File: config.mk
export PLATFORM = sky130hd
export DESIGN_NAME = kmct_ram
export DESIGN_NICKNAME = d
export VERILOG_FILES = /design/src/rtl/kmct_ram.sv
export SDC_FILE = /design/constraint.sdc
export NUM_CORES = 1
export LEC_CHECK = 0
export ABC_CLOCK_PERIOD_IN_PS = 4600
export BUFFER_PORTS_ARGS = -buffer_cell sky130_fd_sc_hd__buf_2
export CORE_MARGIN = 4
export CORE_UTILIZATION = 50
export CTS_BUF_LIST = sky130_fd_sc_hd__clkbuf_16
export DETAILED_ROUTE_END_ITERATION = 8
export HOLD_SLACK_MARGIN = 0.03
export PLACE_DENSITY = 0.74
export SLEW_MARGIN = 15
export SYNTH_ARGS = -nofsm -noshare
export SYNTH_HDL_FRONTEND = slang
export SYNTH_SLANG_ARGS = --single-unit
File: constraint.sdc
create_clock -name clock -period 4.6 [get_ports clock]
set_clock_uncertainty 0.15 [all_clocks]
set_input_delay 0.92 -clock clock [delete_from_list [all_inputs] [get_ports clock]]
set_output_delay 0.92 -clock clock [all_outputs]
set_load 0.01 [all_outputs]
File: src/rtl/kmct_ram.sv
// Generic single-write, single-read RAM with a registered read port.
module kmct_ram #(
   parameter int WIDTH = 8,
   parameter int DEPTH = 16
) (
   input  logic                     clock,
   input  logic                     wr_en,
   input  logic [$clog2(DEPTH)-1:0] wr_addr,
   input  logic [WIDTH-1:0]         wr_data,
   input  logic [$clog2(DEPTH)-1:0] rd_addr,
   output logic [WIDTH-1:0]         rd_data
);

   logic [WIDTH-1:0] mem [DEPTH];
   logic [WIDTH-1:0] rd_data_ff;

   always_ff @(posedge clock) begin
      if (wr_en) begin
         mem[wr_addr] <= wr_data;
      end
      rd_data_ff <= mem[rd_addr];
   end

   assign rd_data = rd_data_ff;

endmodule

### Word-level counts from Yosys, hierarchy flattened

Memory sizes are Yosys's and may differ from the RTL's. A register that Yosys moved wholly into a read port is not among the register bits.
Cells that the tools add are included.

* input bits: 18
* RAM bits: 128
* memories: 1
* bits in registers: 0

Memory list
* mem: words 16, bits a word 8, rd ports 1, clocked after memory_dff 1, wr ports 1, line 14 `logic [WIDTH-1:0] mem [DEPTH];`

* muxes and demuxes: 2

Operators by type and width (number)
* 1-bit two-way mux: 2

### Depth between registers and ports, before layout

* depth after elaboration: 2
* gate-level depth with buffers: 5

### Worst setup path before layout

No wires, ideal clock.

* kind: input -> register
* start: in wr_addr[2]
* end: mem mem[0][0] (enable)
* required time: 4.067 ns
* stages: 2
* path slack: 2.037 ns
* arrival time: 2.030 ns
* path through: or3b_2 -> nor3_1

RTL lines
* start, declared: line 8 `input logic [$clog2(DEPTH)-1:0] wr_addr,`
* end, declared: line 14

Straight into the memory's write port.

==> impl_metrics.csv <==
group,metric,value,unit
status,run_status,"completed",
yosys,fraction_of_the_yosys_area_taken_by_sequential_cells,77.8,%
worst_setup_path,worst-path-buf-inv,1,
clocking,post_cts.resized_instances,0,
floorplan,die-width,109,um
global_routing,groute.usage.overall,17.3,%
run,cap_viol_max_count,0,
pwr,clockPowerShare,44.7,%
pwr,comb_power_share,4.4,%
worst_setup_path,worstPathCellList,"buf_2 > mux4_1 > a22oi_1 > nand2_1",
route,num_vias,2384,
worst_setup_path,worstPathArrival,2.72,ns
global_routing,grt_total_ovfl,0,
worst_setup_path,crit_type,"primary input to flop",
clocking,clock_sinks,136,
worst_setup_path,critPathTopFamily,"buffers and inverters",
sta,max_slew_violation_total_from_the_final_report,0,
worst_setup_path,worst-r2r-setup-slack,3.11,ns
hold_path,timing.hold.worst.class,"flop to flop",
finish,final_area,5930,sq um
hold_path,min_delay_path_depth,3,
finish,layoutNonFillerInstCount,413,
place,dp_hpwl,5.77,mm
place,globalplace.congestion,0.765,
sta,finalCritPeriodShare,56.0,%
worst_setup_path,cp-start-kind,"primary input",
worst_setup_path,critPathMaxStageDelay,0.76,ns
sta,timing_hold_violations_final,0,
pwr,ir_drop,0.000307,V
route,drt_wl_total,9.28,mm
global_routing,first_pass_grt_wire_length,14.3,mm
floorplan,core-area,9910,sq um
finish,layout.nets,284,
yosys,netlist.top_cell.by_area,"sky130_fd_sc_hd__edfxtp_1",
floorplan,chipHeight,109,um
yosys,synth_enable_flop_cells,128,
route,route.detailed.vias_per_inst,5.77,
sta,unrepaired_setup_endpoints_after_global_routing,"false",
global_routing,first_global_vias,2478,
place,placed_cells_incl_taps,380,
yosys,synth.ff_latch_count,136,
pwr,cellInternalPower,2.13,mW
yosys,synth-main-ff-cell,"sky130_fd_sc_hd__edfxtp_1",
clocking,tritoncts.num_buffers,17,
floorplan,design.die.area,12000,sq um
worst_setup_path,reg2reg_depth,3,
sta,setup_total_negative_slack,0,ns
finish,area.growth.synth_to_final,15.1,%
worst_setup_path,regToRegStartpoint,"mem[1][1]$_DFFE_PP_",
clocking,ctsRootBufferMaster,"sky130_fd_sc_hd__clkbuf_16",
yosys,ys.warnings.count,0,
global_routing,largest_net_degree_at_the_start_of_global_routing,33,
route,drt-pass1-iter-count,4,
clocking,cts.htree.levels,4,
route,antenna_violating_nets_post_route,0,
yosys,postSynth.asyncResetShare,0,%
worst_setup_path,r2r-end,"rd_data[1]$_DFF_P_",
hold_path,hold_startpoint,"mem[11][1]$_DFFE_PP_",
place,portBuffers,25,
yosys,synth_top_area_share,74.7,%
pwr,cellPowerDensity,462,nW/um^2
yosys,synth.cell_area,5150,sq um
pwr,totalPowerFinal,2.74,mW
route,drt-initial-drc-count,146,
floorplan,ios,26,
worst_setup_path,worst_setup_path_end_kind,"flop",
place,placed_cell_area,5380,sq um
yosys,yosysUniqueCellTypes,19,
pwr,sequentialPowerShare,50.9,%
yosys,synthTopCellsByArea,"sky130_fd_sc_hd__edfxtp_1, sky130_fd_sc_hd__mux4_2, sky130_fd_sc_hd__mux4_1, sky130_fd_sc_hd__dfxtp_1, sky130_fd_sc_hd__a22oi_1",
clocking,tritoncts,"yes",
yosys,synth_nets,247,
sta,max_slew_margin,31.8,%
worst_setup_path,critical-path-slowest-cell,"sky130_fd_sc_hd__buf_2",
sta,maxClockFrequency,0.388,GHz
pwr,power.share.switching,22.2,%
sta,transition_time_of_the_tightest_slew_check_pin,1.02,ns
worst_setup_path,critical_path_peak_fanout,32,
yosys,avgSynthCellArea,22.5,sq um
finish,fillerInstances,712,
clocking,cts-root-to-sink-buffers,2,
yosys,synthMostInstantiatedCell,"sky130_fd_sc_hd__edfxtp_1",
sta,setup_violations,0,
clocking,clk_pin_slew,0.06,ns
yosys,post_synth_inst_count,229,
pwr,p_leak,1.96,nW
floorplan,std_cell_rows,36,
clocking,worst_skew_pair.late_latency,0.41,ns
global_routing,antenna_found_initial,2,
clocking,cts_setup_buffers,0,
pwr,power.net_switching,608,uW
finish,drive_gt1_share,28.3,%
yosys,synth_commonest_cells,"sky130_fd_sc_hd__edfxtp_1, sky130_fd_sc_hd__mux4_2, sky130_fd_sc_hd__a22oi_1, sky130_fd_sc_hd__mux4_1, sky130_fd_sc_hd__nor2_1",
sta,minimum_clock_period,2.57,ns
clocking,holdBufCountCts,0,
hold_path,hold_end,"rd_data[1]$_DFF_P_",
finish,postLayoutCoreUtil,59.8,%
route,routed_wire_length_per_instance,22.5,um
worst_setup_path,crit_required,4.75,ns
route,route.detailed.drc,0,
floorplan,starting_density_of_the_core,51.9,%
-- flip-flops by register name (all words and copies together) (netlist names) --
signal and count:
mem 128, rd_data 8
-- area by class of cell --
type                       count  area, sq um  area share (%)
antenna                        1         2.50          0.0422
clock buffer                  17          425            7.18
clock inverter                15          119            2.01
multi-input combinational     83         1060            17.9
sequential                   136         4000            67.6
tap                          133          166            2.81
timing repair buffer          28          148            2.49
-- routing by layer --
metal	track usage [%]	vias up	part of all wire [%]
met5	0	-	0.14
met4	5.08	2	0.84
met3	5.87	13	7.0
met2	26.4	83	49
met1	23.9	1232	43
li1	-	1054	-
-- power groups by stage --
stage          clock network, mW  registers [mW]  logic [mW]
3_3_place_gp                   0            1.42       0.119
3_5_place_dp                   0            1.42       0.122
5_1_grt                     1.30            1.40       0.131
6_report                    1.23            1.39       0.120
2_1_floorplan                  0            1.42      0.0703
4_1_cts                     1.24            1.40       0.123
-- placed cells by master, fill, tap and decap left out, types with 2 or more instances in the layout --
master | netlist | routed
sky130_fd_sc_hd__mux4_1 | 14 | 14
sky130_fd_sc_hd__a22oi_1 | 16 | 16
sky130_fd_sc_hd__clkinvlp_4 | 0 | 6
sky130_fd_sc_hd__inv_6 | 0 | 6
sky130_fd_sc_hd__nand3b_1 | 2 | 2
sky130_fd_sc_hd__mux4_2 | 18 | 18
sky130_fd_sc_hd__nand2b_1 | 2 | 2
sky130_fd_sc_hd__nand2_1 | 9 | 9
sky130_fd_sc_hd__edfxtp_1 | 128 | 128
sky130_fd_sc_hd__nor2_1 | 13 | 13
sky130_fd_sc_hd__clkinv_4 | 0 | 2
sky130_fd_sc_hd__nor3_1 | 4 | 3
sky130_fd_sc_hd__clkbuf_16 | 0 | 17
sky130_fd_sc_hd__buf_2 | 3 | 25
sky130_fd_sc_hd__buf_4 | 1 | 3
sky130_fd_sc_hd__dfxtp_1 | 8 | 8
-- cells by family after synthesis --
family                 count (synthesis)  share of synthesized area [%]
AO/OA/AOI/OAI                         16                           2.33
multiplexers                          32                           15.0
buffers and inverters                 10                           1.68
flip-flops                           136                           77.8
AND/OR/NAND/NOR                       35                           3.18
-- per-stage QoR --
stage                     setup WS (ns)  hold WS (ns)
after floorplan                    2.04         0.479
after global placement             1.50         0.503
after detailed placement           1.51         0.514
after CTS                          1.95         0.531
after global routing               1.90         0.558
final                              2.03         0.522
-- tightest hold or removal path, cell delays in order (launching register included) --
cell and delay [ns]:
sky130_fd_sc_hd__edfxtp_1 0.31, sky130_fd_sc_hd__mux4_1 0.21, sky130_fd_sc_hd__a22oi_1 0.08, sky130_fd_sc_hd__nand2_1 0.05
-- how the worst max path moves through the flow --
stage / startpoint / end / slack, ns / cells past startpoint
after floorplan: wr_addr[2] / mem[0][0]$_DFFE_PP_ / 2.04 / 2
after global placement: rd_addr[0] / rd_data[1]$_DFF_P_ / 1.50 / 4
after detailed placement: rd_addr[0] / rd_data[1]$_DFF_P_ / 1.51 / 4
after CTS: rd_addr[0] / rd_data[1]$_DFF_P_ / 1.95 / 4
after global routing: rd_addr[0] / rd_data[1]$_DFF_P_ / 1.90 / 4
final: rd_addr[0] / rd_data[1]$_DFF_P_ / 2.03 / 4
Power figures use the tool's default switching activity.
