$ cat src/rtl/kmct_pkg.sv
// Package with the constants, codes and types of the keyed masked counter table.
package kmct_pkg;

   localparam int TABLE_DEPTH = 64;
   localparam int ADDR_W      = $clog2(TABLE_DEPTH);
   localparam int CNT_W       = $clog2(TABLE_DEPTH + 1);
   localparam int DATA_W      = 64;

   typedef enum logic [1:0] {
      FN_ADD    = 2'd0,
      FN_READ   = 2'd1,
      FN_INC    = 2'd2,
      FN_REMOVE = 2'd3
   } func_type;

   typedef enum logic [1:0] {
      ST_OK        = 2'd0,
      ST_NOT_FOUND = 2'd1,
      ST_FULL      = 2'd2,
      ST_DUP       = 2'd3
   } status_type;

   typedef enum logic [3:0] {
      S_IDLE,
      S_SEARCH,
      S_CMP,
      S_PROBE,
      S_HIT,
      S_EXEC,
      S_UP_RD,
      S_UP_WR,
      S_DN_RD,
      S_DN_WR
   } state_type;

   typedef struct packed {
      logic [DATA_W-1:0] key;
      logic [DATA_W-1:0] value;
      logic [DATA_W-1:0] mask;
   } row_type;

   localparam int ROW_W = $bits(row_type);

   typedef struct packed {
      logic              lt;
      logic              eq;
      logic [DATA_W-1:0] sum;
   } alu_result_type;

endpackage

$ cat src/rtl/kmct_alu.sv
// Shared key comparator and masked counter adder.
module kmct_alu
   import kmct_pkg::*;
(
   input  logic [DATA_W-1:0] lhs_key,
   input  logic [DATA_W-1:0] rhs_key,
   input  logic [DATA_W-1:0] value,
   input  logic [DATA_W-1:0] incr,
   input  logic [DATA_W-1:0] mask,
   output alu_result_type    res
);

   always_comb begin
      res.lt  = lhs_key < rhs_key;
      res.eq  = lhs_key == rhs_key;
      res.sum = (value + incr) & mask;
   end

endmodule

$ cat config.mk
export PLATFORM = sky130hd
export DESIGN_NAME = kmct_alu
export DESIGN_NICKNAME = d
export VERILOG_FILES = /design/src/rtl/kmct_pkg.sv /design/src/rtl/kmct_alu.sv
export SDC_FILE = /design/constraint.sdc
export NUM_CORES = 1
export LEC_CHECK = 0
export BUFFER_PORTS_ARGS = -buffer_cell sky130_fd_sc_hd__buf_2
export CAP_MARGIN = 20
export CORE_AREA = 3 3 150 152
export DETAILED_ROUTE_END_ITERATION = 10
export DIE_AREA = 0 0 153 155
export GPL_ROUTABILITY_DRIVEN = 0
export SLEW_MARGIN = 40
export SYNTH_ARGS = -nofsm -noshare
export SYNTH_HDL_FRONTEND = slang
export SYNTH_SLANG_ARGS = --single-unit
export TNS_END_PERCENT = 100
$ cat constraint.sdc
create_clock -name vclk -period 3.45
set_input_delay 0.345 -clock vclk [all_inputs]
set_output_delay 0.345 -clock vclk [all_outputs]
set_load 0.03 [all_outputs]
**Word level (Yosys, flattened, before mapping)**

Index checks and enable logic that the tools add are counted.

- $add $sub $neg: 1
- Magnitude comparators: 1
- Equal/unequal tests: 1
- Bitwise operators: 1

Operators with widths:

| kind | number |
|---|---|
| adder 64 bit | 1 |
| bitwise AND 64 bit | 1 |
| equality test 64 bit | 1 |
| < comparator 64 bit | 1 |

- Register bits after elaboration: 0
- Input bits: 320
- Output and inout port bits: 66
- Word-level logic and storage cells: 4

**Depth between registers and ports, before layout**

- Word-level depth: 2
- Mapped depth: 13

**Worst setup path before layout**

Ideal clock, no wire load.

- Path type: input-to-output
- Start point: in value[0]
- End point: out res[62] (netlist name)
- Data arrival time: 3.154 ns
- Path slack: -0.049 ns
- Cell stages on the path: 13
- Buffers on the path: 0
- Path through: ha_1 inv_1 fa_1 nor2b_4 o31a_1 o211a_1 o21ai_2 a21oi_2 a31o_1 a221o_1 o21a_1 a41oi_2 mux2i_1

RTL lines:

| what | line | RTL |
|---|---|---|
| from (decl) | kmct_alu.sv:7 | `input logic [DATA_W-1:0] value,` |
| to (decl) | kmct_alu.sv:10 | `output alu_result_type res` |

==> run_results.csv <==
group,metric,value,unit
floorplan,chipHeight,155,um
setup_path,path_depth,15,
synthesis,post_synth.cell_area_avg,6.93,um2
route,post_drt_wl_per_cell,16.4,um
finish,final_cell_count_no_fill,1577,
floorplan,start_util,28.1,%
sta,unrepaired_setup_endpoints_after_global_routing,"yes",
finish,num-fill-cells,2218,
grt,number_of_antenna_violations_at_the_first_check_in_global_routing,2,
route,via_count,7933,
floorplan,area_of_the_die,23700,um2
sta,hold_viol_final,0,
worst_hold_path,hold_path.class,"in2out",
setup_path,timing.setup.critical_path_class,"in2out",
synthesis,yosysUniqueCellTypes,74,
place,placement.setup.worst_slack,-0.174,ns
grt,overflow,0,
floorplan,rows,53,
outcome,outcome,"completed",
floorplan,floorplan.die.width,153,um
sta,report.final.slew_viol_count,0,
worst_hold_path,whs_path_depth,3,
grt,grt_pass1_wl,39000,um
setup_path,critical-path-top-cell-by-count,"sky130_fd_sc_hd__buf_6",
floorplan,floorplan.io_pins,386,
finish,num-nets-final,1751,
synthesis,syn-instance-count,859,
setup_path,worst-endpoint-arrival,3.08,ns
sta,post-route-period-util,99.4,%
setup_path,timing.critical_path.cells,"buf_6 -> ha_4 -> inv_2 -> fa_2 -> nor2b_4 -> o31a_1 -> o211a_1 -> o21ai_2 -> a21oi_2 -> a31o_1 -> a221o_1 -> o21a_1 -> a41oi_2 -> mux2i_2 -> buf_6",
setup_path,required,3.11,ns
route,iter_0_drt_violations,330,
sta,setup_viol,0,
grt,grt_pass1_vias,7825,
floorplan,core,21200,um2
setup_path,critical_path.startpoint_type,"primary input",
sta,period_needed,3.43,ns
place,place_area,8710,um2
route,avgViaCountPerCell,5.03,
pwr,pwr_density_cell,195,nW/um2
finish,layout.area.seq,0,um2
finish,stdcell_area,9100,um2
cts,ctsHoldBuffers,0,
route,firstDrtPassIters,5,
place,placement.io_buffers,386,
setup_path,wp_buf_inv,3,
sta,pin_slew_with_the_least_headroom_to_its_limit,0.621,ns
finish,post_route_cells_drive_above_1_share,41.7,%
place,placedCellCount,1572,
finish,finalCoreUtilization,43.0,%
grt,grt_max_degree,10,
pwr,power,1.78,mW
setup_path,biggest_cell_delay_along_the_critical_path,0.34,ns
route,drtAntennaViolNets,0,
sta,final.setup.worst_slack,0.0211,ns
pwr,ir_worst_vdd,108,uV
pwr,total_leakage_power,5.08,nW
sta,maxClockFrequency,292,MHz
route,wire_length_after_detailed_routing,25900,um
setup_path,critical_path_peak_fanout,2,
setup_path,end_kind,"output port",
setup_path,critical-path-slowest-cell,"sky130_fd_sc_hd__a221o_1",
synthesis,synth_seq_area_share,0,%
setup_path,critical-path-top-delay-family,"compound AO/OA/AOI/OAI gates",
synthesis,synth-warning-count,0,
place,post-dp-hpwl,23200,um
sta,timing.slew.headroom,58.3,%
finish,area_growth_syn_to_layout,53.0,%
flow_run,reported_max_cap_violation_count,0,
route,drc_errors,0,
synthesis,mappedNetlistNets,1307,
synthesis,post_synthesis_cell_area,5950,um2
grt,grt.total_usage,19.7,%
finish,nClkBuffers,0,
finish,flops_and_latches,0,
## cell usage in the layout (no fill, tap or decap), types with 3 or more instances in the layout
cell                       Yosys  final
sky130_fd_sc_hd__nor3b_1       4      4
sky130_fd_sc_hd__o21ai_2       3      3
sky130_fd_sc_hd__nand2_1      52     52
sky130_fd_sc_hd__nand3_1      12     12
sky130_fd_sc_hd__o21bai_1     12     12
sky130_fd_sc_hd__buf_6         1      7
sky130_fd_sc_hd__nor3_2        3      3
sky130_fd_sc_hd__a21oi_1      84     82
sky130_fd_sc_hd__nand2b_1     11     11
sky130_fd_sc_hd__a21o_1       67     67
sky130_fd_sc_hd__and2_1       50     50
sky130_fd_sc_hd__xor2_1       21     21
sky130_fd_sc_hd__and3_1        6      5
sky130_fd_sc_hd__o211ai_1      4      4
sky130_fd_sc_hd__ha_2          0      7
sky130_fd_sc_hd__a31oi_1      11      9
sky130_fd_sc_hd__xnor2_1      25     25
sky130_fd_sc_hd__a211oi_2      3      5
sky130_fd_sc_hd__nand4_1      37     37
sky130_fd_sc_hd__buf_4         3     89
sky130_fd_sc_hd__buf_2        12    377
sky130_fd_sc_hd__nor4_1        6      6
sky130_fd_sc_hd__a211oi_1      5      3
sky130_fd_sc_hd__inv_1        85     84
sky130_fd_sc_hd__and3b_1       5      5
sky130_fd_sc_hd__a21oi_2       1      3
sky130_fd_sc_hd__o21a_1        7      6
sky130_fd_sc_hd__nor2_1       39     38
sky130_fd_sc_hd__ha_1        127    108
sky130_fd_sc_hd__nor3_1       15     15
sky130_fd_sc_hd__or3_1         5      5
sky130_fd_sc_hd__ha_4          0     12
sky130_fd_sc_hd__o21ai_0      59     56
sky130_fd_sc_hd__nor2b_1      12     12
sky130_fd_sc_hd__o21ai_1       3      6
## Yosys cell counts, types with 11 or more instances
cell | number | area share, %
sky130_fd_sc_hd__and2_1 | 50 | 5.3
sky130_fd_sc_hd__a31oi_1 | 11 | 1.2
sky130_fd_sc_hd__xor2_1 | 21 | 3.1
sky130_fd_sc_hd__o21bai_1 | 12 | 1.5
sky130_fd_sc_hd__nand2_1 | 52 | 3.3
sky130_fd_sc_hd__a21oi_1 | 84 | 7.1
sky130_fd_sc_hd__o21ai_0 | 59 | 5.0
sky130_fd_sc_hd__xnor2_1 | 25 | 3.7
sky130_fd_sc_hd__nor2_1 | 39 | 2.5
sky130_fd_sc_hd__a21o_1 | 67 | 8.5
sky130_fd_sc_hd__nor3_1 | 15 | 1.3
sky130_fd_sc_hd__buf_2 | 12 | 1.0
sky130_fd_sc_hd__nand2b_1 | 11 | 1.2
sky130_fd_sc_hd__nand3_1 | 12 | 1.0
sky130_fd_sc_hd__inv_1 | 85 | 5.4
sky130_fd_sc_hd__ha_1 | 127 | 27
sky130_fd_sc_hd__nor2b_1 | 12 | 1.3
sky130_fd_sc_hd__clkbuf_1 | 16 | 1.0
sky130_fd_sc_hd__nand4_1 | 37 | 3.9
## final timing paths
check | from | endpoint | slack (ns)
min | mask[49] | res[49] | 1.02
max | incr[0] | res[62] | 0.02
## area by class of cell
cell class | count | area, um2 | area share (%)
multi-input cells | 741 | 5790 | 63.6
well taps | 275 | 344 | 3.78
inverters | 85 | 319 | 3.50
repair buffers | 475 | 2650 | 29.1
diodes | 1 | 2.50 | 0.0275
## power by group
part	leakage [nW]	switching [mW]	internal (mW)
clock	0.00000634	0	0.0000000388
sequential	0	0	0
combinational	5.08	0.983	0.793
## metrics by stage
step	setup TNS (ns)	hold WS, ns
2_1_floorplan	0	0.843
3_3_place_gp	-0.313	1.03
3_5_place_dp	-0.432	1.04
4_1_cts	-0.0170	1.02
5_1_grt	-0.256	1.03
6_report	0	1.02
## cells by family after synthesis
kind of cell    share of synthesized area [%]
simple gates                             25.2
buf+inv                                  8.03
mux                                     0.505
xor+xnor                                 6.77
compound gates                           32.5
fa+ha+maj                                27.0
## repair_timing
| action | 4_1_cts | 5_1_grt |
|---|---|---|
| gates resized for setup | 15 | 54 |
| buffers inserted | 2 | 2 |
| pin swaps | 9 | 22 |
| endpoints found under the setup margin | 7 | 25 |
## routing by layer
metal,wire (um),track usage [%]
met5,13,0
met4,622,4.79
met3,1800,2.98
met2,13100,37.3
met1,10300,23.3
Power figures use the tool's default switching activity.
